`src/sv/pws_pkg.sv`:
```
// Shared constants, register indexes and control structs for the pooling window sum block.
package pws_pkg;

    localparam int MAX_WIDTH  = 1024;
    localparam int MAX_KERNEL = 8;
    localparam int PIXEL_BITS = 16;
    localparam int MAX_STRIDE = 8;

    localparam int IMG_CFG_W  = 11;
    localparam int KER_CFG_W  = 4;
    localparam int CFG_IDX_W  = 3;
    localparam int CFG_DATA_W = 11;

    localparam int COL_W    = (MAX_WIDTH > 1) ? $clog2(MAX_WIDTH) : 1;
    localparam int W_W      = $clog2(MAX_WIDTH + 1);
    localparam int ROW_W    = IMG_CFG_W;
    localparam int KW_W     = $clog2(MAX_KERNEL + 1);
    localparam int KSEL_W   = (MAX_KERNEL > 1) ? $clog2(MAX_KERNEL) : 1;
    localparam int STRIDE_W = $clog2(MAX_STRIDE + 1);
    localparam int PHASE_W  = (MAX_STRIDE > 1) ? $clog2(MAX_STRIDE) : 1;
    localparam int CS_W     = PIXEL_BITS + $clog2(MAX_KERNEL);
    localparam int SUM_W    = PIXEL_BITS + 2 * $clog2(MAX_KERNEL);
    localparam int RS_DEPTH = MAX_KERNEL * MAX_WIDTH;
    localparam int RS_AW    = $clog2(RS_DEPTH);

    localparam logic [CFG_IDX_W-1:0] REG_IMAGE_WIDTH   = 3'd0;
    localparam logic [CFG_IDX_W-1:0] REG_IMAGE_HEIGHT  = 3'd1;
    localparam logic [CFG_IDX_W-1:0] REG_KERNEL_WIDTH  = 3'd2;
    localparam logic [CFG_IDX_W-1:0] REG_KERNEL_HEIGHT = 3'd3;
    localparam logic [CFG_IDX_W-1:0] REG_STRIDE_X      = 3'd4;
    localparam logic [CFG_IDX_W-1:0] REG_STRIDE_Y      = 3'd5;

    typedef struct packed {
        logic [W_W-1:0]      w;
        logic [ROW_W-1:0]    h;
        logic [KW_W-1:0]     kw;
        logic [KW_W-1:0]     kh;
        logic [STRIDE_W-1:0] sx;
        logic [STRIDE_W-1:0] sy;
    } cfg_t;

    typedef struct packed {
        logic [COL_W-1:0]  col;
        logic [KSEL_W-1:0] wr_slot;
        logic [KSEL_W-1:0] rd_slot;
        logic              sub_en;
        logic              prev_en;
        logic              emit;
        logic              last;
    } req_t;

endpackage

```
`src/sv/pws_pipe.sv`:
```
// Column sum update, column history, window adder tree and output register.
module pws_pipe (
    input  logic                                  clk,
    input  logic                                  rst_n,
    input  logic                                  accept,
    input  pws_pkg::req_t                         req,
    input  logic signed [pws_pkg::PIXEL_BITS-1:0] pixel,
    input  logic [pws_pkg::KW_W-1:0]              kw,
    input  logic [pws_pkg::PIXEL_BITS-1:0]        rs_rdata,
    input  logic [pws_pkg::CS_W-1:0]              cs_rdata,
    output logic                                  cs_we,
    output logic [pws_pkg::COL_W-1:0]             cs_waddr,
    output logic [pws_pkg::CS_W-1:0]              cs_wdata,
    output logic                                  in_ready,
    input  logic                                  out_ready,
    output logic                                  out_valid,
    output logic signed [pws_pkg::SUM_W-1:0]      window_sum,
    output logic                                  plane_done
);

    localparam int HALF = pws_pkg::MAX_KERNEL / 2;

    logic                                  s1_valid_reg;
    logic signed [pws_pkg::PIXEL_BITS-1:0] s1_px_reg;
    logic [pws_pkg::COL_W-1:0]             s1_col_reg;
    logic                                  s1_sub_reg;
    logic                                  s1_prev_reg;
    logic                                  s1_emit_reg;
    logic                                  s1_last_reg;
    logic                                  s1_fwd_reg;
    logic signed [pws_pkg::CS_W-1:0]       last_cs_reg;
    logic signed [pws_pkg::CS_W-1:0]       hist_reg [pws_pkg::MAX_KERNEL];

    logic                                  s2_valid_reg;
    logic                                  s2_last_reg;
    logic                                  s3_valid_reg;
    logic                                  s3_last_reg;
    logic signed [pws_pkg::SUM_W-1:0]      s3_lo_reg;
    logic signed [pws_pkg::SUM_W-1:0]      s3_hi_reg;
    logic                                  out_valid_reg;
    logic signed [pws_pkg::SUM_W-1:0]      out_sum_reg;
    logic                                  out_last_reg;

    logic                                  s1_go;
    logic                                  s2_go;
    logic                                  s2_free;
    logic                                  s3_go;
    logic                                  s3_free;
    logic signed [pws_pkg::CS_W-1:0]       cs_prev;
    logic signed [pws_pkg::CS_W:0]         cs_full;
    logic signed [pws_pkg::CS_W-1:0]       cs;
    logic signed [pws_pkg::SUM_W-1:0]      part_lo;
    logic signed [pws_pkg::SUM_W-1:0]      part_hi;

    assign s3_go    = s3_valid_reg && (!out_valid_reg || out_ready);
    assign s3_free  = !s3_valid_reg || s3_go;
    assign s2_go    = s2_valid_reg && s3_free;
    assign s2_free  = !s2_valid_reg || s2_go;
    assign s1_go    = s1_valid_reg && s2_free;
    assign in_ready = !s1_valid_reg || s2_free;

    always_comb
    begin
        cs_prev = s1_fwd_reg ? last_cs_reg : $signed(cs_rdata);
        cs_full = (s1_prev_reg ? (pws_pkg::CS_W + 1)'(cs_prev) : '0)
                - (s1_sub_reg ? (pws_pkg::CS_W + 1)'($signed(rs_rdata)) : '0)
                + (pws_pkg::CS_W + 1)'(s1_px_reg);
        cs      = cs_full[pws_pkg::CS_W-1:0];
    end

    assign cs_we    = s1_go;
    assign cs_waddr = s1_col_reg;
    assign cs_wdata = cs;

    always_comb
    begin
        part_lo = '0;
        part_hi = '0;
        for (int i = 0; i < pws_pkg::MAX_KERNEL; i++)
        begin
            if (i < int'(kw))
            begin
                if (i < HALF)
                begin
                    part_lo = part_lo + pws_pkg::SUM_W'(hist_reg[i]);
                end
                else
                begin
                    part_hi = part_hi + pws_pkg::SUM_W'(hist_reg[i]);
                end
            end
        end
    end

    always_ff @(posedge clk or negedge rst_n)
    begin
        if (!rst_n)
        begin
            s1_valid_reg  <= 1'b0;
            s2_valid_reg  <= 1'b0;
            s3_valid_reg  <= 1'b0;
            out_valid_reg <= 1'b0;
            for (int i = 0; i < pws_pkg::MAX_KERNEL; i++)
            begin
                hist_reg[i] <= '0;
            end
        end
        else
        begin
            if (accept)
            begin
                s1_valid_reg <= 1'b1;
            end
            else if (s1_go)
            begin
                s1_valid_reg <= 1'b0;
            end

            if (s1_go)
            begin
                s2_valid_reg <= s1_emit_reg;
                hist_reg[0]  <= cs;
                for (int i = 1; i < pws_pkg::MAX_KERNEL; i++)
                begin
                    hist_reg[i] <= hist_reg[i-1];
                end
            end
            else if (s2_go)
            begin
                s2_valid_reg <= 1'b0;
            end

            if (s2_go)
            begin
                s3_valid_reg <= 1'b1;
            end
            else if (s3_go)
            begin
                s3_valid_reg <= 1'b0;
            end

            if (s3_go)
            begin
                out_valid_reg <= 1'b1;
            end
            else if (out_ready)
            begin
                out_valid_reg <= 1'b0;
            end
        end
    end

    always_ff @(posedge clk)
    begin
        if (accept)
        begin
            s1_px_reg   <= pixel;
            s1_col_reg  <= req.col;
            s1_sub_reg  <= req.sub_en;
            s1_prev_reg <= req.prev_en;
            s1_emit_reg <= req.emit;
            s1_last_reg <= req.last;
            s1_fwd_reg  <= s1_valid_reg && (s1_col_reg == req.col);
        end
        if (s1_go)
        begin
            last_cs_reg <= cs;
            s2_last_reg <= s1_last_reg;
        end
        if (s2_go)
        begin
            s3_lo_reg   <= part_lo;
            s3_hi_reg   <= part_hi;
            s3_last_reg <= s2_last_reg;
        end
        if (s3_go)
        begin
            out_sum_reg  <= s3_lo_reg + s3_hi_reg;
            out_last_reg <= s3_last_reg;
        end
    end

    assign out_valid  = out_valid_reg;
    assign window_sum = out_sum_reg;
    assign plane_done = out_last_reg;

endmodule

```
`config.mk`:
```
export PLATFORM = sky130hd
export DESIGN_NAME = pws_pipe
export DESIGN_NICKNAME = d
export VERILOG_FILES = /design/src/sv/pws_pkg.sv /design/src/sv/pws_pipe.sv
export SDC_FILE = /design/constraint.sdc
export NUM_CORES = 1
export LEC_CHECK = 0
export BUFFER_PORTS_ARGS = -buffer_cell sky130_fd_sc_hd__buf_2
export CORE_ASPECT_RATIO = 1.1
export CORE_MARGIN = 1
export CORE_UTILIZATION = 45
export CTS_CLUSTER_SIZE = 28
export DETAILED_ROUTE_END_ITERATION = 8
export GPL_ROUTABILITY_DRIVEN = 0
export GPL_TIMING_DRIVEN = 0
export HOLD_SLACK_MARGIN = 0.08
export PLACE_DENSITY = 0.7
export SYNTH_ARGS = -nofsm -noshare
export SYNTH_HDL_FRONTEND = slang
export SYNTH_SLANG_ARGS = --single-unit
```
`constraint.sdc`:
```
create_clock -name clk -period 12.4 [get_ports clk]
set_input_delay 2.48 -clock clk [delete_from_list [all_inputs] [get_ports clk]]
set_output_delay 2.48 -clock clk [all_outputs]
set_load 0.01 [all_outputs]
```
; Word-level counts from Yosys, hierarchy flattened
; Index checks and enable logic that the tools add are counted.
[classes]
add_sub_neg = 9
n_reduce_logical = 16
mux = 19
eq_ne = 1
n_lt_le_gt_ge = 8
[op_table]
columns = operator, n
row1 = $mux 22, 8
row2 = $add 22x19->22, 6
row3 = $mux 19, 3
row4 = $add 22x22->22, 1
row5 = $add 19x19->19, 1
row6 = $sub 19x19->19, 1
row7 = $lt 3x4->1 const A, 4
row8 = $eq 10x10->1, 1
row9 = $lt 1x4->1 const A, 2
row10 = $lt 2x4->1 const A, 2
row11 = $mux 1, 8
row12 = $reduce_bool 2->1, 4
row13 = $logic_and 1x1->1, 4
row14 = $logic_not 1->1, 4
row15 = $logic_or 1x1->1, 4
[totals]
regBits = 275
word_cells = 79
out_inout_bits = 55

; Logic depth before layout (Yosys ltp)
; Gate-level depths: netlist of the first run.
[depth]
depth_word = 9
mapped_depth = 37

; Worst setup path before layout of the first run
; Ideal clock, no wire load.
[synth_path]
kind = input -> register
from = input kw[0] (netlist bit)
to = register s3_hi_reg[21] (netlist bit) (data pin)
stages = 37
t_required_ns = 12.140
setup_ns = 0.260
path_buffers = 3
setup_slack_ns = 2.850
t_arrival_ns = 9.290
cell_sequence = o21a_1 > or2_2 > clkbuf_1 > buf_2 > clkbuf_1 > and2_1 > ha_1 > fa_1 > o21ai_0 > o22ai_1 > a32o_1 > and2_1 > nor2_1 > xnor2_1 > nand2_1 > a32oi_1 > inv_1 > ha_1 > and3_1 > a221oi_1 > nor2_1 > a311o_1 > a21oi_1 > o21ai_0 > xor2_1 > nand2_1 > nand2_1 > ha_1 > a21oi_1 > o21ai_0 > or3_1 > nor2_1 > o311ai_0 > o31ai_1 > xnor2_1 > nand2_1 > xnor2_1
[synth_via]
elab_chain_len = 8
elab_cells_between_ends = 11
classes_between = add/sub: 3 / order compare: 4 / mux: 4
[synth_lines]
columns = element, line
row1 = from (decl), pws_pipe.sv:8  ; input logic [pws_pkg::KW_W-1:0] kw,
row2 = $lt 3x4->1, pws_pipe.sv:81  ; if (i < int'(kw))
row3 = $mux 22, pws_pipe.sv:81
row4 = $add 22x19->22, pws_pipe.sv:89  ; part_hi = part_hi + pws_pkg::SUM_W'(hist_reg[i]);
row5 = $mux 22, pws_pipe.sv:81
row6 = $add 22x19->22, pws_pipe.sv:89
row7 = $mux 22, pws_pipe.sv:81
row8 = $add 22x19->22, pws_pipe.sv:89
row9 = $mux 22 (*), pws_pipe.sv:81
row10 = net part_hi (one bit), pws_pipe.sv:53  ; logic signed [pws_pkg::SUM_W-1:0] part_hi;
row11 = to (signal assigned), pws_pipe.sv:173  ; s3_hi_reg <= part_hi;
row12 = to (decl), pws_pipe.sv:39  ; logic signed [pws_pkg::SUM_W-1:0] s3_hi_reg;
; Mark *: on every way through the listed nets, which the timed path passes. The rest lies on a longest branch.
; A chain may end at the register's enable or synchronous reset.

; Worst setup path in the final report of the first run
; Ends and elaborated chain as after synthesis.

==> results_dict.tcl, run 1 <==
set metrics [dict create \
    post-route-period-util_pct 86.2 \
    postSynthAreaPerCell_sq_um 8.83 \
    critical_path_required_ns 12.77 \
    via_count 16520 \
    cts_tree "done" \
    placed_cell_area_sq_um 21100 \
    post_detailed_route_wirelength_per_cell_um 17.6 \
    cp_max_fo 10 \
    grt_pass1_wl_mm 84.0 \
    finalWorstPathRequiredPeriod_ns 10.69 \
    combinationalPowerShare_pct 63.6 \
    cts_sinks 275 \
    fraction_of_layout_cells_with_a_size_suffix_above_1_pct 11.1 \
    unrepaired_setup_endpoints_after_global_routing "no" \
    timing.critical_path.slowest_cell_delay_ns 0.71 \
    critical_path_class "in2reg" \
    wirelength_mm 52.4 \
    detail-route-antenna-nets 0 \
    yosys.cell_count.top_type "sky130_fd_sc_hd__nand2_1" \
    die_width_um 201 \
    synth_enable_flop_cells 119 \
    fp-row-count 79 \
    synth_top_flop_cell "sky130_fd_sc_hd__dfrtp_1" \
    synth_cells 2227 \
    dp_hpwl_mm 40.9 \
    grt_overflow 0 \
    port-buffer-count 127 \
    yosys.area.top_type "sky130_fd_sc_hd__dfrtp_1" \
    p_leak_nw 10.5 \
    max-vdd-ir-drop_v 0.000157 \
    min_path_type "reg2reg" \
    max_frequency_mhz 93.5 \
    seq_pwr_share_pct 23.0 \
    final_area_sq_um 22200 \
    yosys-top-cells-area "sky130_fd_sc_hd__dfrtp_1, sky130_fd_sc_hd__edfxtp_1, sky130_fd_sc_hd__nand2_1, sky130_fd_sc_hd__ha_1, sky130_fd_sc_hd__xnor2_1" \
    timing.slew.headroom_pct 27.1 \
    route.detailed.drc 0 \
    critPathLaunchType "input pin" \
    n_fill_cell 3995 \
    globalRouteTotalUtil_pct 23.3 \
    synthesis_to_layout_area_growth_pct 12.7 \
    run_status "completed" \
    clkTransAtPathRegs_ns 0.06 \
    antenna_found_initial 2 \
    clock-root-buffer "sky130_fd_sc_hd__clkbuf_16" \
    htree_levels 1 \
    timing_worst_slew_pin_value_ns 1.09 \
    initial_drt_pass_iterations 5 \
    synth-seq-area-share_pct 38.0 \
    num-nets-final 2652 \
    hold_vio_cnt_final 0 \
    synth_cell_type_count 82 \
    pwr_density_nw_per_um2 322 \
    critPathSlowestCell "sky130_fd_sc_hd__a221oi_1" \
    synth_area_sq_um 19700 \
    place_worst_setup_slack_ns 1.30 \
    slew_limit_fails 0 \
    cell_repeated_most_along_the_worst_path "sky130_fd_sc_hd__nand2_1" \
    area_share_of_the_largest_cell_type_after_synthesis_pct 19.8 \
    fraction_of_power_consumed_by_the_clock_network_pct 13.5 \
    timing.final.ws_setup_ns 1.71 \
    post_cts.resized_instances 0 \
    ys.warnings.count 0 \
    clockBufferDepth 3 \
    synth.ff_latch_count 275 \
    cellInternalPower_mw 3.93 \
    synth_commonest_cells "sky130_fd_sc_hd__nand2_1, sky130_fd_sc_hd__ha_1, sky130_fd_sc_hd__dfrtp_1" \
    switching_share_pct 45.1 \
    place.detailed.instances 2924 \
    effective_utilization_at_floorplan_pct 46.1 \
    largest_register_ff_count 152 \
    setup_buffers_after_cts 0 \
    grt_max_degree 83 \
    maxCapViolCount 0 \
    timing.critical_path.to_type "register" \
    ys_async_sr_fraction_pct 56.7 \
    detail_route.iter0.violations 998 \
    net_switching_power_figure_mw 3.23 \
    cts_inserted_buffers 31 \
    synth_fp_nets 2489 \
    final_setup_fails 0 \
    fp.dieArea_sq_um 44600 \
    worst_ep_arrival_time_ns 11.07 \
    setup_tns_after_final_layout_ns 0 \
    ff2ff_setup_slack_ns 4.75 \
    clock-skew-final_ns 0.00891 \
    layout.cells.non_filler 2982 \
    io_pins 134 \
    post_cts_hold_buffer_count 0 \
    clkLatencyLatePin_ns 0.57 \
    route.detailed.vias_per_inst 5.54 \
    die-height_um 221 \
    first_global_vias 16432 \
    placeableCoreArea_sq_um 42700 \
]
[cell type report]
cell class | instances | area, sq um | share of cell area [%]
Antenna cell | 1 | 2.50 | 0.0113
Clock buffer | 39 | 867 | 3.91
Clock inverter | 18 | 209 | 0.942
Tap cell | 567 | 709 | 3.20
Sequential cell | 275 | 7480 | 33.7
Buffer | 83 | 322 | 1.45
Multi-Input combinational cell | 1764 | 11500 | 51.8
Inverter | 105 | 394 | 1.78
Timing Repair Buffer | 130 | 713 | 3.22
[path summary, 6_finish.rpt]
path	from	to	cells after the start
setup / recovery	kw[0]	s3_hi_reg[21]	38
hold / removal	s1_last_reg	s2_last_reg	0
setup reg to reg	hist_reg[57]	s3_hi_reg[21]	32
hold reg to reg	s1_last_reg	s2_last_reg	0
max in group asynchronous	rst_n	hist_reg[129]	2
min in group asynchronous	rst_n	hist_reg[34]	1
[layer usage]
layer | share of wire [%] | wire (um) | global-route usage, %
met5 | 0.025 | 13 | 0
met4 | 4.7 | 2460 | 10.5
met3 | 5.5 | 2900 | 2.55
met2 | 48 | 25000 | 40.8
met1 | 42 | 22000 | 28.9
[stage by stage]
stage	total power [mW]	hold slack (ns)	util [%]
finish	7.15	0.421	51.9
global route	7.71	0.429	51.9
floorplan	5.01	0.400	-
detailed placement	6.11	0.416	49.4
CTS	7.11	0.425	51.9
global placement	5.94	0.411	49.2
[power by group through the flow]
stage	sequential, mW	clock [mW]	combinational, mW
after CTS	1.64	0.977	4.50
after detailed placement	1.66	0	4.45
after floorplan	1.57	0	3.44
after global routing	1.67	1.01	5.02
after global placement	1.65	0	4.29
final	1.64	0.964	4.55
[logic make-up after synthesis]
family                   after synthesis  synth area share, %
adder cells (fa/ha/maj)              188                 12.9
XOR/XNOR                             155                 6.90
flip-flops                           275                 38.0
AO/OA/AOI/OAI                        474                 15.6
multiplexers                          65                 3.66
AND/OR/NAND/NOR                      882                 19.3
buffers and inverters                188                 3.63
[critical path: cells and delay by family]
family	cells	cell delay (ns)
AOI/OAI and AO/OA	13	3.55
and+or+nand+nor	12	2.00
adders and majority gates	4	1.34
buffers and inverters	5	0.95
xor gates and xnor gates	4	0.74
[cell usage in the layout (no fill, tap or decap), types with 8 or more instances in the layout]
| cell type | n |
|---|---|
| sky130_fd_sc_hd__nand2_1 | 575 |
| sky130_fd_sc_hd__ha_1 | 158 |
| sky130_fd_sc_hd__dfrtp_1 | 156 |
| sky130_fd_sc_hd__a21oi_1 | 140 |
| sky130_fd_sc_hd__buf_2 | 127 |
| sky130_fd_sc_hd__edfxtp_1 | 119 |
| sky130_fd_sc_hd__xnor2_1 | 110 |
| sky130_fd_sc_hd__inv_1 | 104 |
| sky130_fd_sc_hd__nor2_1 | 100 |
| sky130_fd_sc_hd__o21ai_0 | 95 |
| sky130_fd_sc_hd__clkbuf_1 | 76 |
| sky130_fd_sc_hd__a21o_1 | 62 |
| sky130_fd_sc_hd__and2_1 | 57 |
| sky130_fd_sc_hd__mux2_2 | 56 |
| sky130_fd_sc_hd__xor2_1 | 45 |
| sky130_fd_sc_hd__nand3_1 | 32 |
| sky130_fd_sc_hd__clkbuf_16 | 32 |
| sky130_fd_sc_hd__a31oi_1 | 26 |
| sky130_fd_sc_hd__fa_1 | 25 |
| sky130_fd_sc_hd__o21a_1 | 22 |
| sky130_fd_sc_hd__nor2b_1 | 21 |
| sky130_fd_sc_hd__nor3_1 | 20 |
| sky130_fd_sc_hd__nand2b_1 | 19 |
| sky130_fd_sc_hd__and3_1 | 17 |
| sky130_fd_sc_hd__a211oi_1 | 16 |
| sky130_fd_sc_hd__o21bai_1 | 13 |
| sky130_fd_sc_hd__mux2i_1 | 9 |
| sky130_fd_sc_hd__a21boi_0 | 8 |
| sky130_fd_sc_hd__nand4_1 | 8 |
No activity file was read; power rests on OpenSTA's default activity.
==> run 2, diff against run 1 <==
- PLACE_DENSITY: 0.7 -> 0.73
- REMOVE_ABC_BUFFERS: default -> 1
- clock period: 12.4 -> 9.5 ns (I/O delays scaled with it)
==> run 2 against run 1 <==
Global-route usage shrank 3.5 points; critical endpoint unchanged; final cell count decreased by 2.4%; via count fell by 5.0%; total power up 28%; largest cell class unchanged; clock power up 36%; clock skew grew 0.014 ns; critical path depth decreased by 4; sequential share of layout area grew 0.12 points; core utilization shrank 0.19 points.
==> results_dict.tcl, run 2 (same netlist as run 1, synthesis figures left out) <==
set metrics [dict create \
    wl_met2_mm 22.0 \
    clkLatencyLatePin_ns 0.54 \
    antenna_found_initial 0 \
    effective_utilization_at_floorplan_pct 46.1 \
    post_cts_hold_buffer_count 0 \
    dp_hpwl_mm 32.1 \
    clockBufferDepth 3 \
    min_path_type "reg2reg" \
    top_routing_layer_used "met4" \
    pwr_density_nw_per_um2 415 \
    fraction_of_layout_cells_with_a_size_suffix_above_1_pct 11.9 \
    cts_inserted_buffers 34 \
    p_leak_nw 10.5 \
    fp-row-count 79 \
    timing.slew.headroom_pct 34.3 \
    synthesis_to_layout_area_growth_pct 12.3 \
    placed_cell_area_sq_um 20900 \
    worst_ep_arrival_time_ns 9.40 \
    critical_path_class "in2reg" \
    max-vdd-ir-drop_v 0.000245 \
    detail_route.iter0.violations 928 \
    cts_sinks 275 \
    finalWorstPathRequiredPeriod_ns 9.12 \
    critical_path_required_ns 9.78 \
    max_frequency_mhz 110 \
    htree_levels 2 \
    layout.cells.non_filler 2911 \
    first_global_vias 15812 \
    die-height_um 221 \
    final_setup_fails 0 \
    timing.critical_path.to_type "register" \
    place.detailed.instances 2846 \
    layout_common_cells "sky130_fd_sc_hd__nand2_1, sky130_fd_sc_hd__ha_1, sky130_fd_sc_hd__dfrtp_1, sky130_fd_sc_hd__a21oi_1, sky130_fd_sc_hd__buf_2" \
    hold_vio_cnt_final 0 \
    post_detailed_route_wirelength_per_cell_um 15.2 \
    detail-route-antenna-nets 0 \
    run_status "completed" \
    placeableCoreArea_sq_um 42700 \
    slew_limit_fails 0 \
    met1Wirelength_mm 19.2 \
    timing.critical_path.slowest_cell_delay_ns 0.45 \
    unrepaired_setup_endpoints_after_global_routing "no" \
    cp_max_fo 17 \
    cts_tree "done" \
    largest_register_ff_count 152 \
    wirelength_mm 44.3 \
    clock-skew-final_ns 0.0229 \
    initial_drt_pass_iterations 5 \
    port-buffer-count 127 \
    route.detailed.drc 0 \
    maxCapViolCount 0 \
    final_area_sq_um 22100 \
    fp.dieArea_sq_um 44600 \
    grt_pass1_wl_mm 73.9 \
    post-route-period-util_pct 96.0 \
    cp_num_buf_inv 2 \
    totalPowerFinal_mw 9.18 \
    io_pins 134 \
    layout.cells.most_common "sky130_fd_sc_hd__nand2_1" \
    route.detailed.vias_per_inst 5.39 \
    clock-root-buffer "sky130_fd_sc_hd__clkbuf_16" \
    globalRouteTotalUtil_pct 19.8 \
    timing_worst_slew_pin_value_ns 0.986 \
    insertedDiodeCount 0 \
    die_width_um 201 \
    timing.critical_path.max_delay_family "compound AO/OA/AOI/OAI gates" \
    grt_max_degree 114 \
    num-nets-final 2581 \
    detailroute.wirelength.met3_mm 1.82 \
    grt_overflow 0 \
    via_count 15690 \
    critPathSlowestCell "sky130_fd_sc_hd__fa_1" \
    clkTransAtPathRegs_ns 0.06 \
    critPathLaunchType "input pin" \
]
==> run 2: cell count changes in the layout (fill, tap and decap cells not counted), moves of 2 or more <==
cell,before,now
sky130_fd_sc_hd__buf_4,0,3
sky130_fd_sc_hd__buf_1,7,0
sky130_fd_sc_hd__nor2_2,1,4
sky130_fd_sc_hd__buf_2,127,125
sky130_fd_sc_hd__clkinvlp_4,4,1
sky130_fd_sc_hd__buf_16,1,3
sky130_fd_sc_hd__buf_8,1,4
sky130_fd_sc_hd__clkbuf_16,32,35
sky130_fd_sc_hd__nor2_1,100,97
sky130_fd_sc_hd__clkinv_2,4,2
sky130_fd_sc_hd__clkbuf_1,76,12
sky130_fd_sc_hd__clkinv_8,0,2
==> run 2: path summary, 6_finish.rpt <==
check                             start             to  slack (ns)  cells after the start
setup / recovery                  kw[1]  s3_hi_reg[21]        0.38                     34
hold / removal              s3_last_reg     plane_done        0.43                      0
setup reg to reg           hist_reg[57]  s3_hi_reg[21]        2.29                     31
hold reg to reg             s3_last_reg     plane_done        0.43                      0
max in group asynchronous         rst_n   hist_reg[17]        7.39                      2
min in group asynchronous         rst_n  hist_reg[134]        1.24                      1
==> run 2: final cells by class <==
| class | count | area (sq um) |
|---|---|---|
| Clock inverter | 10 | 153 |
| Inverter | 105 | 399 |
| Tap cell | 567 | 709 |
| Timing Repair Buffer | 138 | 838 |
| Clock buffer | 51 | 976 |
| Fill cell | 3969 | 20600 |
| Multi-Input combinational cell | 1765 | 11500 |
| Sequential cell | 275 | 7480 |
==> run 2: what timing repair did <==
action	CTS	global route
setup buffers	0	2
resized for setup	2	9
pin swaps	0	2
endpoints found under the setup margin	4	9
gates cloned	0	1
==> run 2: power by group <==
part | leakage (nW) | internal (mW) | switching (mW)
registers | 3.14 | 1.83 | 0.312
clock network | 0.544 | 0.796 | 0.511
logic | 6.80 | 2.54 | 3.19
==> run 2: layer usage <==
metal	GRT usage, %	vias up
li1	-	7928
met1	23.7	7301
met2	35.8	363
met3	2.46	98
met4	8.02	0
met5	0	-
==> run 2: stage by stage <==
stage / setup TNS, ns / util, % / hold slack (ns) / worst slack (ns)
after floorplan: 0 / - / 0.400 / 0.811
after global routing: 0 / 51.8 / 0.439 / 0.0189
after detailed placement: -4.98 / 49.0 / 0.414 / -0.899
after global placement: -266.82 / 48.5 / 0.408 / -3.40
final: 0 / 51.8 / 0.425 / 0.384
after CTS: 0 / 51.6 / 0.428 / 0.126
