**config.mk**
```make
export PLATFORM = sky130hd
export DESIGN_NAME = pws_ctrl
export DESIGN_NICKNAME = d
export VERILOG_FILES = /design/src/sv/pws_pkg.sv /design/src/sv/pws_ctrl.sv
export SDC_FILE = /design/constraint.sdc
export NUM_CORES = 1
export LEC_CHECK = 0
export BUFFER_PORTS_ARGS = -buffer_cell sky130_fd_sc_hd__buf_2
export CORE_MARGIN = 2
export CORE_UTILIZATION = 35
export DETAILED_ROUTE_END_ITERATION = 7
export SYNTH_ARGS = -nofsm -noshare
export SYNTH_HDL_FRONTEND = slang
export SYNTH_SLANG_ARGS = --single-unit
```
**constraint.sdc**
```tcl
create_clock -name clk -period 3.66 [get_ports clk]
set_clock_uncertainty 0.05 [all_clocks]
set_input_delay 0.915 -clock clk [delete_from_list [all_inputs] [get_ports clk]]
set_output_delay 0.915 -clock clk [all_outputs]
set_load 0.05 [all_outputs]
```
**src/sv/pws_pkg.sv**
```systemverilog
// Shared constants, register indexes and control structs for the pooling window sum block.
package pws_pkg;

    localparam int MAX_WIDTH  = 1024;
    localparam int MAX_KERNEL = 8;
    localparam int PIXEL_BITS = 16;
    localparam int MAX_STRIDE = 8;

    localparam int IMG_CFG_W  = 11;
    localparam int KER_CFG_W  = 4;
    localparam int CFG_IDX_W  = 3;
    localparam int CFG_DATA_W = 11;

    localparam int COL_W    = (MAX_WIDTH > 1) ? $clog2(MAX_WIDTH) : 1;
    localparam int W_W      = $clog2(MAX_WIDTH + 1);
    localparam int ROW_W    = IMG_CFG_W;
    localparam int KW_W     = $clog2(MAX_KERNEL + 1);
    localparam int KSEL_W   = (MAX_KERNEL > 1) ? $clog2(MAX_KERNEL) : 1;
    localparam int STRIDE_W = $clog2(MAX_STRIDE + 1);
    localparam int PHASE_W  = (MAX_STRIDE > 1) ? $clog2(MAX_STRIDE) : 1;
    localparam int CS_W     = PIXEL_BITS + $clog2(MAX_KERNEL);
    localparam int SUM_W    = PIXEL_BITS + 2 * $clog2(MAX_KERNEL);
    localparam int RS_DEPTH = MAX_KERNEL * MAX_WIDTH;
    localparam int RS_AW    = $clog2(RS_DEPTH);

    localparam logic [CFG_IDX_W-1:0] REG_IMAGE_WIDTH   = 3'd0;
    localparam logic [CFG_IDX_W-1:0] REG_IMAGE_HEIGHT  = 3'd1;
    localparam logic [CFG_IDX_W-1:0] REG_KERNEL_WIDTH  = 3'd2;
    localparam logic [CFG_IDX_W-1:0] REG_KERNEL_HEIGHT = 3'd3;
    localparam logic [CFG_IDX_W-1:0] REG_STRIDE_X      = 3'd4;
    localparam logic [CFG_IDX_W-1:0] REG_STRIDE_Y      = 3'd5;

    typedef struct packed {
        logic [W_W-1:0]      w;
        logic [ROW_W-1:0]    h;
        logic [KW_W-1:0]     kw;
        logic [KW_W-1:0]     kh;
        logic [STRIDE_W-1:0] sx;
        logic [STRIDE_W-1:0] sy;
    } cfg_t;

    typedef struct packed {
        logic [COL_W-1:0]  col;
        logic [KSEL_W-1:0] wr_slot;
        logic [KSEL_W-1:0] rd_slot;
        logic              sub_en;
        logic              prev_en;
        logic              emit;
        logic              last;
    } req_t;

endpackage

```
**src/sv/pws_ctrl.sv**
```systemverilog
// Configuration registers, raster position, stride phases and per-request window decisions.
module pws_ctrl (
    input  logic                                clk,
    input  logic                                rst_n,
    input  logic                                cfg_valid,
    input  logic [pws_pkg::CFG_IDX_W-1:0]       cfg_index,
    input  logic [pws_pkg::CFG_DATA_W-1:0]      cfg_data,
    input  logic                                accept,
    output pws_pkg::cfg_t                       cfg,
    output pws_pkg::req_t                       req
);

    logic [pws_pkg::W_W-1:0]      w_reg;
    logic [pws_pkg::ROW_W-1:0]    h_reg;
    logic [pws_pkg::KW_W-1:0]     kw_reg;
    logic [pws_pkg::KW_W-1:0]     kh_reg;
    logic [pws_pkg::STRIDE_W-1:0] sx_reg;
    logic [pws_pkg::STRIDE_W-1:0] sy_reg;

    logic [pws_pkg::COL_W-1:0]    col_reg;
    logic [pws_pkg::COL_W-1:0]    col_next;
    logic [pws_pkg::ROW_W-1:0]    row_reg;
    logic [pws_pkg::ROW_W-1:0]    row_next;
    logic [pws_pkg::PHASE_W-1:0]  phx_reg;
    logic [pws_pkg::PHASE_W-1:0]  phx_next;
    logic [pws_pkg::PHASE_W-1:0]  phy_reg;
    logic [pws_pkg::PHASE_W-1:0]  phy_next;
    logic [pws_pkg::KSEL_W-1:0]   slot_reg;
    logic [pws_pkg::KSEL_W-1:0]   slot_next;

    logic [pws_pkg::W_W-1:0]      w_clamped;
    logic [pws_pkg::ROW_W-1:0]    h_clamped;
    logic [pws_pkg::KW_W-1:0]     k_clamped;
    logic [pws_pkg::STRIDE_W-1:0] s_clamped;

    logic                         cfg_wr;
    logic                         row_full;
    logic                         col_full;
    logic                         col_end;
    logic                         row_end;
    logic [pws_pkg::PHASE_W:0]    phx_inc;
    logic [pws_pkg::PHASE_W:0]    phy_inc;
    logic [pws_pkg::KW_W:0]       rd_slot_wide;

    assign cfg_wr = cfg_valid;

    always_comb
    begin
        if (cfg_data == '0)
        begin
            w_clamped = pws_pkg::W_W'(1);
        end
        else if (32'(cfg_data) > 32'(pws_pkg::MAX_WIDTH))
        begin
            w_clamped = pws_pkg::W_W'(pws_pkg::MAX_WIDTH);
        end
        else
        begin
            w_clamped = pws_pkg::W_W'(cfg_data);
        end

        h_clamped = (cfg_data == '0) ? pws_pkg::ROW_W'(1) : pws_pkg::ROW_W'(cfg_data);

        if (cfg_data[pws_pkg::KER_CFG_W-1:0] == '0)
        begin
            k_clamped = pws_pkg::KW_W'(1);
        end
        else if (32'(cfg_data[pws_pkg::KER_CFG_W-1:0]) > 32'(pws_pkg::MAX_KERNEL))
        begin
            k_clamped = pws_pkg::KW_W'(pws_pkg::MAX_KERNEL);
        end
        else
        begin
            k_clamped = pws_pkg::KW_W'(cfg_data[pws_pkg::KER_CFG_W-1:0]);
        end

        if (cfg_data[pws_pkg::KER_CFG_W-1:0] == '0)
        begin
            s_clamped = pws_pkg::STRIDE_W'(1);
        end
        else if (32'(cfg_data[pws_pkg::KER_CFG_W-1:0]) > 32'(pws_pkg::MAX_STRIDE))
        begin
            s_clamped = pws_pkg::STRIDE_W'(pws_pkg::MAX_STRIDE);
        end
        else
        begin
            s_clamped = pws_pkg::STRIDE_W'(cfg_data[pws_pkg::KER_CFG_W-1:0]);
        end
    end

    always_comb
    begin
        row_full = (32'(row_reg) + 32'd1) >= 32'(kh_reg);
        col_full = (32'(col_reg) + 32'd1) >= 32'(kw_reg);
        col_end  = (32'(col_reg) + 32'd1) >= 32'(w_reg);
        row_end  = (32'(row_reg) + 32'd1) >= 32'(h_reg);
        phx_inc  = {1'b0, phx_reg} + 1'b1;
        phy_inc  = {1'b0, phy_reg} + 1'b1;

        phx_next  = phx_reg;
        phy_next  = phy_reg;
        col_next  = col_reg + 1'b1;
        row_next  = row_reg;
        slot_next = slot_reg;

        if (row_full && col_full)
        begin
            phx_next = (32'(phx_inc) >= 32'(sx_reg)) ? '0 : phx_inc[pws_pkg::PHASE_W-1:0];
        end

        if (col_end)
        begin
            col_next = '0;
            phx_next = '0;
            if (row_full)
            begin
                phy_next = (32'(phy_inc) >= 32'(sy_reg)) ? '0 : phy_inc[pws_pkg::PHASE_W-1:0];
            end
            if (row_end)
            begin
                row_next  = '0;
                phy_next  = '0;
                slot_next = '0;
            end
            else
            begin
                row_next  = row_reg + 1'b1;
                slot_next = (32'(slot_reg) + 32'd1 >= 32'(pws_pkg::MAX_KERNEL)) ? '0 :
                            slot_reg + 1'b1;
            end
        end

        if (32'(slot_reg) >= 32'(kh_reg))
        begin
            rd_slot_wide = (pws_pkg::KW_W + 1)'(slot_reg) - (pws_pkg::KW_W + 1)'(kh_reg);
        end
        else
        begin
            rd_slot_wide = (pws_pkg::KW_W + 1)'(32'(slot_reg) + 32'(pws_pkg::MAX_KERNEL)
                           - 32'(kh_reg));
        end
    end

    always_comb
    begin
        req.col     = col_reg;
        req.wr_slot = slot_reg;
        req.rd_slot = rd_slot_wide[pws_pkg::KSEL_W-1:0];
        req.sub_en  = 32'(row_reg) >= 32'(kh_reg);
        req.prev_en = row_reg != '0;
        req.emit    = row_full && col_full && (phx_reg == '0) && (phy_reg == '0);
        req.last    = (32'(col_reg) + 32'(sx_reg) >= 32'(w_reg)) &&
                      (32'(row_reg) + 32'(sy_reg) >= 32'(h_reg));
    end

    always_ff @(posedge clk or negedge rst_n)
    begin
        if (!rst_n)
        begin
            w_reg    <= pws_pkg::W_W'(32);
            h_reg    <= pws_pkg::ROW_W'(32);
            kw_reg   <= pws_pkg::KW_W'(2);
            kh_reg   <= pws_pkg::KW_W'(2);
            sx_reg   <= pws_pkg::STRIDE_W'(2);
            sy_reg   <= pws_pkg::STRIDE_W'(2);
            col_reg  <= '0;
            row_reg  <= '0;
            phx_reg  <= '0;
            phy_reg  <= '0;
            slot_reg <= '0;
        end
        else if (cfg_wr)
        begin
            unique case (cfg_index)
                pws_pkg::REG_IMAGE_WIDTH:   w_reg  <= w_clamped;
                pws_pkg::REG_IMAGE_HEIGHT:  h_reg  <= h_clamped;
                pws_pkg::REG_KERNEL_WIDTH:  kw_reg <= k_clamped;
                pws_pkg::REG_KERNEL_HEIGHT: kh_reg <= k_clamped;
                pws_pkg::REG_STRIDE_X:      sx_reg <= s_clamped;
                pws_pkg::REG_STRIDE_Y:      sy_reg <= s_clamped;
                default:
                begin
                end
            endcase
            col_reg  <= '0;
            row_reg  <= '0;
            phx_reg  <= '0;
            phy_reg  <= '0;
            slot_reg <= '0;
        end
        else if (accept)
        begin
            col_reg  <= col_next;
            row_reg  <= row_next;
            phx_reg  <= phx_next;
            phy_reg  <= phy_next;
            slot_reg <= slot_next;
        end
    end

    assign cfg.w  = w_reg;
    assign cfg.h  = h_reg;
    assign cfg.kw = kw_reg;
    assign cfg.kh = kh_reg;
    assign cfg.sx = sx_reg;
    assign cfg.sy = sy_reg;

endmodule

```
# After elaboration in Yosys (flattened, before gate mapping)
# Cells that the tools add are included.
# totals
register_bits,68
in_bits,18
out_inout_bits,58
elab_cells,94
# op_classes
add_sub_neg,13
magnitude_cmp,13
eq_ne,5
muxes,29
reduce_logical,23
# op_table
operator,n
$mux W11,7
$mux W3,17
$ge A32 B4 Y1,1
$mux W10,3
$ge A12 B11 Y1,2
$ge A11 B11 Y1,2
$reduce_and A2 Y1,8
$add A11 B1 Y12 const B,1
$add A11 B4 Y12,1
$add A3 B1 Y4 const B,3
$ge A12 B4 Y1,1
$add A10 B1 Y11 const B,1
$add A10 B4 Y11,1
$add A11 B1 Y11 const B,1
$ge A11 B4 Y1,1
$gt A11 B11 Y1 const B,1
$logic_not A11 Y1,1
$reduce_bool A11 Y1,1
$add A10 B1 Y10 const B,1
$logic_not A3 Y1,3
$ge A4 B4 Y1,2
$mux W4,2
$add A3 B1 Y3 const B,2
$eq A3 B2 Y1 const B,2
other kinds (11),18

# Logic depth before layout (Yosys ltp)
# Gate-level depths: netlist of the first run.
# logic_depth
ltp_word,8
ltp_mapped,15

# Least setup slack after synthesis of the first run
# OpenSTA, ideal clock, no wires.
# synth_timing
path_kind,reg2out
start,register sy_reg[0] (netlist bit)
end,output req[0] (netlist bit)
arrival_time_ns,3.793
required_ns,2.695
slack_ns,-1.098
path_stages_with_launch,12
n_path_buf,0
cell_sequence,dfrtp_1 -> ha_1 -> fa_1 -> a21o_1 -> a21oi_1 -> nor2_1 -> xor2_1 -> ha_1 -> o2111ai_1 -> o21ai_0 -> a21oi_1 -> a311oi_1
# synth_lines
element,line_no,source
"start, declared",pws_ctrl.sv:18,logic [pws_pkg::STRIDE_W-1:0] sy_reg;
"start signal, assigned",pws_ctrl.sv:165,sy_reg <= pws_pkg::STRIDE_W'(2);
"start signal, assigned",pws_ctrl.sv:180,pws_pkg::REG_STRIDE_Y: sy_reg <= s_clamped;
"end, declared",pws_ctrl.sv:10,output pws_pkg::req_t req

==> reports/summary.txt, run 1 <==
status - complete, but fails checks
failing checks - negative setup slack
cell taking the most area after synthesis - dfrtp_1
FILL cells - 1,424
Netlist Area Pre-Place - 5510 um2
Die H - 129 um
Root Buffer - clkbuf_16
largest net degree at the start of global routing - 44
Via-to-Cell Ratio - 5.20
Slowest cell on crit path - dfstp_4
Die W - 129 um
Hold Vio Cnt, Final - 0
first-pass GRT wire length - 25,500 um
post-route ant nets - 0
CP cell instances - ha_4 > a21o_1 > a21oi_2 > nor2b_1 > o21a_1 > xor2_1 > ha_1 > o21ai_1 > o21ai_1 > o2111ai_2 > a311oi_4 > buf_6
violation count after the first detailed-routing iteration - 305
DRC - 0
Area Overhead vs Synth - 27.7%
WP buf/inv - 1
H-tree depth - 3
# setup viols final - 2
worst slew pin tran - 722 ps
syn_nets - 725
Tot GR Track Use - 0.197
Synth area leaders - dfrtp_1 28%, ha_1 18%, o21ai_0 5.5%
initial antenna violation count - 0
Port Buffers - 75
CORE AREA - 15,300 um2
Synth async-reset ratio - 1.00
vias in the first global route - 4,949
I/O Pins - 76
Yosys top cell area share - 0.282
DR pass1 iterations - 4
Gate Count Post-Synth - 623
TritonCTS Buffers - 9
Max IR drop VDD - 0.465 mV
Final Non-Filler Cells - 953
setup tns final - -598 ps
syn avg cell area - 8.84 um2
die footprint - 16,700 um2
Tmin final - 4060 ps
Leak - 0.00350 uW
worst path arrival time - 3100 ps
CP endpoint kind - output pin
final worst-path cycle share - 1.11
clk sinks - 68
Critical Path Fanout Max - 3
Yosys warning total - 0
Max transition margin - 0.517
commonest cells after routing, fill and taps aside - 75 x nand2_1, 74 x ha_1, 73 x buf_2, 57 x o21ai_0, 57 x dfrtp_1
via count - 4,951
share of layout cells above drive strength 1 - 0.283
HPWL after detailed placement - 12,200 um
WP data required - 2690 ps
hold_buf cts - 0
Final Slew Violations - 0
Seq/Total Area, Yosys - 0.310
Placed Cells - 933
DRT Wirelength - 15,800 um
fmax - 246 MHz
GRT overflow - 0
overall power - 4130 uW
Seq cells post-synth - 68
cell with the most instances on the worst path - o21ai_1
RSZ-0062 raised after global routing - true
Crit path largest cell delay - 640 ps
TritonCTS clock tree - built
WL per Instance - 16.5 um
final worst slack - -402 ps
Initial Util - 0.361
Worst-Skew Late Latency - 350 ps
Worst Hold Class - flip-flop to flip-flop
antenna cell count - 0
CP Launch Type - flip-flop
Max Cap Viol - 0
global placer's final weighted congestion - 0.921
most common cell after layout, fill and taps aside - nand2_1
Final #Nets - 839
Worst path top cell family by delay - compound AO/OA/AOI/OAI gates
pwr dens - 587 nW/um2
ys flop type - dfrtp_1
maximum root-to-sink buffer count - 2
Rows - 45
Critical Setup Path Class - flip-flop to output pin
clock slew at reported path FFs - 60 ps
Post-synth EDFFs - 0
Cell variety after synth - 67
==> final cells by class <==
cell class,instances,area [um2],share of cell area
Inverter,53,201,0.0286
Clock inverter,7,91.3,0.0130
Sequential cell,68,1720,0.245
Timing Repair Buffer,128,822,0.117
Tap cell,211,264,0.0375
Multi-Input combinational cell,477,3700,0.527
Clock buffer,9,225,0.0320
==> worst min-delay path, cell delays in order, from the launching register on <==
cell     delay [ps]
dfstp_2         380
nand2_1          50
o21ai_0          70
==> metrics by stage <==
step	hold slack, ps	util	setup WS, ps	cell area (um2)
floorplan	440	-	-94.0	5590
global placement	431	0.427	-165	6510
detailed placement	456	0.427	-176	6510
CTS	465	0.455	-399	6950
global route	493	0.461	-530	7030
finish	458	0.461	-402	7030
==> metal layers <==
metal  GRT usage  vias to the layer above  wire length [um]
li1            -                     2420                 -
met2       0.329                      116              7660
met4      0.0797                        0               309
met1       0.254                     2394              7120
met3      0.0347                       21               671
met5           0                        -                 0
==> cell families after synthesis <==
kind of cell               synth area share
AOI/OAI and AO/OA                     0.170
and+or+nand+nor                       0.183
xor gates and xnor gates             0.0605
muxes                                0.0216
adders and majority gates             0.195
DFF                                   0.310
buffers and inverters                0.0602
==> final timing paths <==
check / from / end / slack, ps / cells past startpoint
min reg2reg: w_reg[5] / w_reg[5] / 460 / 2
min: w_reg[5] / w_reg[5] / 460 / 2
max reg2reg: col_reg[0] / phx_reg[0] / 190 / 14
max: sx_reg[1] / req[0] / -400 / 12
min in group asynchronous: rst_n / col_reg[6] / 550 / 1
max in group asynchronous: rst_n / h_reg[5] / 2260 / 2
==> cell usage after synthesis, types with 3 or more instances <==
cell type / count
ha_1: 81
nand2_1: 75
dfrtp_1: 62
o21ai_0: 61
inv_1: 53
nor2_1: 36
nand2b_1: 20
xor2_1: 20
a21oi_1: 18
xnor2_1: 18
a21o_1: 16
clkbuf_1: 12
nand3_1: 12
nor3_1: 11
o31ai_1: 10
mux2_2: 7
a211oi_1: 6
buf_2: 6
dfstp_2: 6
nor2b_1: 6
and3_1: 5
buf_4: 5
nand4_1: 5
nor4_1: 5
o41ai_1: 5
mux2i_1: 4
or2_2: 4
a22o_1: 3
fa_1: 3
nand4b_1: 3
o21a_1: 3
==> what timing repair did <==
action                     in CTS  in global routing
setup endpoints to repair       2                 11
buffers inserted                2                  1
pin swaps                      10                 11
cloned                          0                  1
resized for setup              20                 15
==> power by group <==
part	switching (uW)	internal [uW]
Sequential	137	892
Clock	352	594
Combinational	1340	820
Note: power is estimated with default switching activity, not from simulation.
==> run 2: changes to the inputs <==
--- a/config.mk
+++ b/config.mk
@@ -6,9 +6,12 @@
 export NUM_CORES = 1
 export LEC_CHECK = 0
 export BUFFER_PORTS_ARGS = -buffer_cell sky130_fd_sc_hd__buf_2
+export CELL_PAD_IN_SITES_DETAIL_PLACEMENT = 1
+export CELL_PAD_IN_SITES_GLOBAL_PLACEMENT = 2
 export CORE_MARGIN = 2
-export CORE_UTILIZATION = 35
+export CORE_UTILIZATION = 32
 export DETAILED_ROUTE_END_ITERATION = 7
+export PLACE_DENSITY_LB_ADDON = 0.3
 export SYNTH_ARGS = -nofsm -noshare
 export SYNTH_HDL_FRONTEND = slang
 export SYNTH_SLANG_ARGS = --single-unit
==> reports/summary.txt, run 2 (synthesis gave the netlist of run 1 again) <==
Initial Util - 0.330 (-0.0312)
Area Overhead vs Synth - 29.3%
Die W - 135 um (+4.4%)
Critical Path Fanout Max - 4 (+1)
Max IR drop VDD - 0.396 mV (-15%)
Critical Setup Path Class - flip-flop to output pin
Max Cap Viol - 0 (unchanged)
Tmin final - 4100 ps (+35.6 ps)
die footprint - 18,300 um2 (+9.1%)
r2r worst-path depth - 18 (+4)
share of layout cells above drive strength 1 - 0.296 (+0.0127)
Max transition margin - 0.326 (-0.191)
Final Slew Violations - 0 (unchanged)
Worst-Skew Late Latency - 340 ps (about the same)
failing checks - negative setup slack
Slowest cell on crit path - dfstp_4
Rows - 47 (+4.4%)
initial antenna violation count - 0 (unchanged)
largest net degree at the start of global routing - 30 (-32%)
Crit Reg-Reg Startpoint - row_reg[0]
maximum root-to-sink buffer count - 2 (unchanged)
commonest cells after routing, fill and taps aside - 75 x nand2_1, 75 x ha_1, 73 x buf_2, 62 x buf_4, 57 x o21ai_0
global placer's final weighted congestion - 0.866 (-5.9%)
TritonCTS Buffers - 9 (unchanged)
Final #Nets - 851 (+1.4%)
H-tree depth - 3 (unchanged)
Root Buffer - clkbuf_16
Hold Crit Start - w_reg[5]
DRC - 0 (unchanged)
DR pass1 iterations - 4 (unchanged)
Hold Vio Cnt, Final - 0 (unchanged)
first-pass GRT wire length - 29,000 um (+14%)
GRT overflow - 0 (unchanged)
pwr dens - 593 nW/um2 (+0.95%)
worst path arrival time - 3130 ps (+30 ps)
final cell utilization of the core - 0.426 (-0.0347)
TritonCTS clock tree - built
clock slew at reported path FFs - 60 ps (about the same)
Worst Hold Class - flip-flop to flip-flop
Placed Cells - 952 (+2.0%)
Port Buffers - 75 (unchanged)
DRT Wirelength - 18,300 um (+16%)
status - complete, but fails checks
Leak - 0.00355 uW (+1.5%)
post-route ant nets - 0 (unchanged)
CP startpoint - sx_reg[1]
hold path depth - 2 (unchanged)
Die H - 135 um (+4.4%)
Via-to-Cell Ratio - 5.19 (-0.12%)
hold_buf cts - 0 (unchanged)
fmax - 244 MHz (-0.87%)
CP endpoint kind - output pin
vias in the first global route - 5,436 (+9.8%)
worst slew pin tran - 1010 ps (+288 ps)
via count - 5,054 (+2.1%)
antenna cell count - 0 (unchanged)
CORE AREA - 16,700 um2 (+9.5%)
# setup viols final - 2 (unchanged)
final worst-path cycle share - 1.12 (+0.00972)
I/O Pins - 76 (unchanged)
WL per Instance - 18.8 um (+14%)
Final Non-Filler Cells - 974 (+2.2%)
CP Launch Type - flip-flop
RSZ-0062 raised after global routing - true
violation count after the first detailed-routing iteration - 213 (-30%)
WP data required - 2690 ps (about the same)
final worst slack - -437 ps (-35.6 ps)
clk sinks - 68 (unchanged)
Crit path largest cell delay - 630 ps (about the same)
Fin Hold WS - 459 ps (+1.33 ps)
CP cell instances - inv_2 > fa_1 > inv_1 > a21o_1 > a21oi_1 > xnor2_1 > ha_1 > o21ai_0 > o21ai_1 > o2111ai_2 > a311oi_4 > buf_6
HPWL after detailed placement - 14,300 um (+17%)
Tot GR Track Use - 0.207 (+0.00990)
==> run 2: cell types whose count changed in the layout (fill, tap and decap cells not counted), sizes merged <==
cell,change
clkbuf,+4
bufinv,-1
buf,+12
clkinv,-3
==> run 2: critical path: cells and delay by family (launching register included) <==
family,cells,cell delay (ps)
AO/OA/AOI/OAI,6,950
XOR/XNOR,1,170
adder cells (fa/ha/maj),2,730
buffers and inverters,3,320
flip-flops,1,630
==> run 2: repair_timing <==
action	4_1_cts	5_1_grt
pin swaps	22	12
gates cloned	0	1
resized for setup	23	11
setup buffers	5	3
setup endpoints to repair	2	9
==> run 2: through the flow <==
stage	cell area, um2	total power, uW	setup slack, ps	TNS (ps)
finish	7120	4220	-437	-756
global route	7120	4520	-545	-1010
CTS	7020	4230	-496	-713
detailed placement	6570	3110	-292	-376
global placement	6570	3040	-142	-142
floorplan	5590	2430	-94.0	-94.0
==> run 2: final timing paths <==
| path | endpoint | slack [ps] |
|---|---|---|
| setup / recovery | req[0] | -440 |
| hold / removal | w_reg[5] | 460 |
| setup reg to reg | phy_reg[0] | 150 |
| hold reg to reg | w_reg[5] | 460 |
| max in group asynchronous | kh_reg[1] | 2120 |
| min in group asynchronous | col_reg[6] | 530 |
==> run 2: per-layer routing <==
layer	global-route usage	share of wire
met1	0.255	0.44
met2	0.369	0.51
met3	0.0258	0.027
met4	0.0804	0.024
met5	0	0
==> run 2: area by class of cell <==
class	count	area (um2)
fillers	1984	9580
inverters	53	201
clock inverters	3	42.5
clock buffers	13	280
multi-input cells	477	3700
flip-flops and latches	68	1720
repair buffers	140	896
well taps	220	275
==> run 2: power breakdown <==
part	switching (uW)	total [uW]	internal (uW)
sequential	138	1030	893
clock	348	949	601
combinational	1390	2240	853
==> run 3: changes to the inputs <==
--- a/config.mk
+++ b/config.mk
@@ -5,11 +5,11 @@
 export SDC_FILE = /design/constraint.sdc
 export NUM_CORES = 1
 export LEC_CHECK = 0
-export BUFFER_PORTS_ARGS = -buffer_cell sky130_fd_sc_hd__buf_2
+export BUFFER_PORTS_ARGS = -buffer_cell sky130_fd_sc_hd__buf_4
 export CELL_PAD_IN_SITES_DETAIL_PLACEMENT = 1
 export CELL_PAD_IN_SITES_GLOBAL_PLACEMENT = 2
 export CORE_MARGIN = 2
-export CORE_UTILIZATION = 32
+export CORE_UTILIZATION = 35
 export DETAILED_ROUTE_END_ITERATION = 7
 export PLACE_DENSITY_LB_ADDON = 0.3
 export SYNTH_ARGS = -nofsm -noshare
==> constraint.sdc (replaced) <==
create_clock -name clk -period 4.8 [get_ports clk]
set_clock_uncertainty 0.05 [all_clocks]
set_input_delay 1.2 -clock clk [delete_from_list [all_inputs] [get_ports clk]]
set_output_delay 1.2 -clock clk [all_outputs]
set_load 0.05 [all_outputs]
==> reports/summary.txt, run 3 (synthesis gave the netlist of run 1 again) <==
# setup viols final - 0 (-2)
Hold Vio Cnt, Final - 0 (unchanged)
Port Buffers - 75 (unchanged)
first-pass GRT wire length - 27,500 um (-5.2%)
DRC - 0 (unchanged)
FF-to-FF setup slack - 970 ps (+820 ps)
antenna cell count - 0 (unchanged)
TritonCTS Buffers - 9 (unchanged)
Tmin final - 4620 ps
RR Endpoint - row_reg[9]
GRT overflow - 0 (unchanged)
final instance area - 6570 um2 (-7.7%)
Tot GR Track Use - 0.213 (+0.00580)
clk sinks - 68 (unchanged)
H-tree depth - 3 (unchanged)
Die H - 129 um (-4.3%)
Final Slew Violations - 0 (unchanged)
Via-to-Cell Ratio - 5.24 (+0.99%)
largest net degree at the start of global routing - 69 (+130%)
CP endpoint kind - output pin
Hold Crit Start - w_reg[5]
global placer's final weighted congestion - 0.849 (-2.0%)
Max IR drop VDD - 0.371 mV (-6.4%)
worst slew pin tran - 1100 ps (+95.2 ps)
Critical Path Fanout Max - 4 (unchanged)
clock slew at reported path FFs - 60 ps (about the same)
final worst-path cycle share - 0.963
RSZ-0062 raised after global routing - false
post-route ant nets - 0 (unchanged)
maximum root-to-sink buffer count - 2 (unchanged)
WP data required - 3550 ps (+860 ps)
Critical Setup Path Class - flip-flop to output pin
CP Launch Type - flip-flop
Worst-Skew Late Latency - 340 ps (about the same)
crit path to - req[0]
worst path arrival time - 3370 ps (+240 ps)
violation count after the first detailed-routing iteration - 218 (+2.3%)
r2r worst-path depth - 12 (-6)
pwr dens - 454 nW/um2 (-23%)
Max transition margin - 0.254 (-0.0725)
TritonCTS clock tree - built
Die W - 129 um (-4.3%)
status - finished clean
Root Buffer - clkbuf_16
HPWL after detailed placement - 13,000 um (-9.2%)
CP startpoint - sy_reg[0]
most common cell after layout, fill and taps aside - ha_1
Rows - 45 (-4.3%)
I/O Pins - 76 (unchanged)
initial antenna violation count - 0 (unchanged)
DRT Wirelength - 16,900 um (-7.6%)
die footprint - 16,700 um2 (-8.3%)
Leak - 0.00324 uW (-8.7%)
vias in the first global route - 5,167 (-4.9%)
share of layout cells above drive strength 1 - 0.181 (-0.115)
setup tns final - 0 ps (+756 ps)
Max Cap Viol - 0 (unchanged)
Crit Reg-Reg Startpoint - row_reg[4]
WL per Instance - 18.8 um (-0.35%)
commonest cells after routing, fill and taps aside - 81 x ha_1, 79 x buf_4, 75 x nand2_1, 61 x dfrtp_1, 60 x o21ai_0
CORE AREA - 15,300 um2 (-8.6%)
DR pass1 iterations - 4 (unchanged)
fmax - 216 MHz
Worst Hold Class - flip-flop to flip-flop
area after detailed placement - 6250 um2 (-4.9%)
Initial Util - 0.361 (+0.0312)
Area Overhead vs Synth - 19.3%
Final #Nets - 790 (-7.2%)
via count - 4,732 (-6.4%)
## run 3: changes by cell type in the layout (fill, tap and decap cells not counted), moves of 4 or more
cell | before | now
buf_2 | 73 | 0
buf_4 | 62 | 79
ha_1 | 75 | 81
dfrtp_1 | 56 | 61
dfrtp_2 | 6 | 1
a21oi_2 | 4 | 0
ha_4 | 4 | 0
## run 3: area by class of cell
| cell class | instances | area (um2) |
|---|---|---|
| clock buffer | 13 | 260 |
| clock inverter | 2 | 35.0 |
| fill | 1791 | 8690 |
| inverter | 53 | 199 |
| multi-input combinational | 476 | 3500 |
| sequential | 68 | 1710 |
| tap | 211 | 264 |
| timing repair buffer | 80 | 604 |
## run 3: per-layer routing
metal / up-vias / global-route usage / part of all wire
met2: 62 / 0.388 / 0.52
met1: 2343 / 0.260 / 0.44
li1: 2314 / - / -
met3: 13 / 0.0400 / 0.028
met5: - / 0 / 0
met4: 0 / 0.0481 / 0.010
## run 3: report_power, final
group          leakage, uW  internal (uW)  total [uW]  switching [uW]
registers         0.000875            677         789             112
logic              0.00222            540        1510             966
clock network     0.000146            428         685             258
total              0.00324           1640        2980            1340
## run 3: worst min-delay path by stage
stage          cells after the start  slack, ps         end
2_1_floorplan                      1        440  phx_reg[1]
3_3_place_gp                       2        430    w_reg[5]
3_5_place_dp                       2        440    w_reg[5]
4_1_cts                            2        450    w_reg[5]
5_1_grt                            2        510    w_reg[5]
6_report                           2        440    w_reg[5]
## run 3: critical path, cell delays in order, from the launching register on
cell	delay, ps
dfrtp_1	420
ha_1	240
fa_1	420
a21o_1	230
a21oi_4	170
nor2_1	70
xor2_1	160
ha_1	330
a21o_1	200
a211oi_1	210
o21ai_0	110
a21oi_1	220
a311oi_2	90
buf_6	180
## run 3: timing repair
| action | CTS | global route |
|---|---|---|
| setup buffers | 0 | 1 |
| setup endpoints to repair | 1 | 1 |
| pin swaps | 1 | 2 |
| hold buffers | 0 | 0 |
| gates resized for setup | 3 | 2 |
## run 3: through the flow
stage                     setup slack (ps)  utilization  hold WS (ps)  total power, uW  cells
after detailed placement               241        0.410           441             2300    887
after global routing                  13.9        0.431           507             3180    903
after CTS                             7.31        0.430           449             3010    902
after global placement                 348        0.410           432             2240    887
final                                  179        0.431           445             2980    903
after floorplan                       99.8            -           440             1820    623
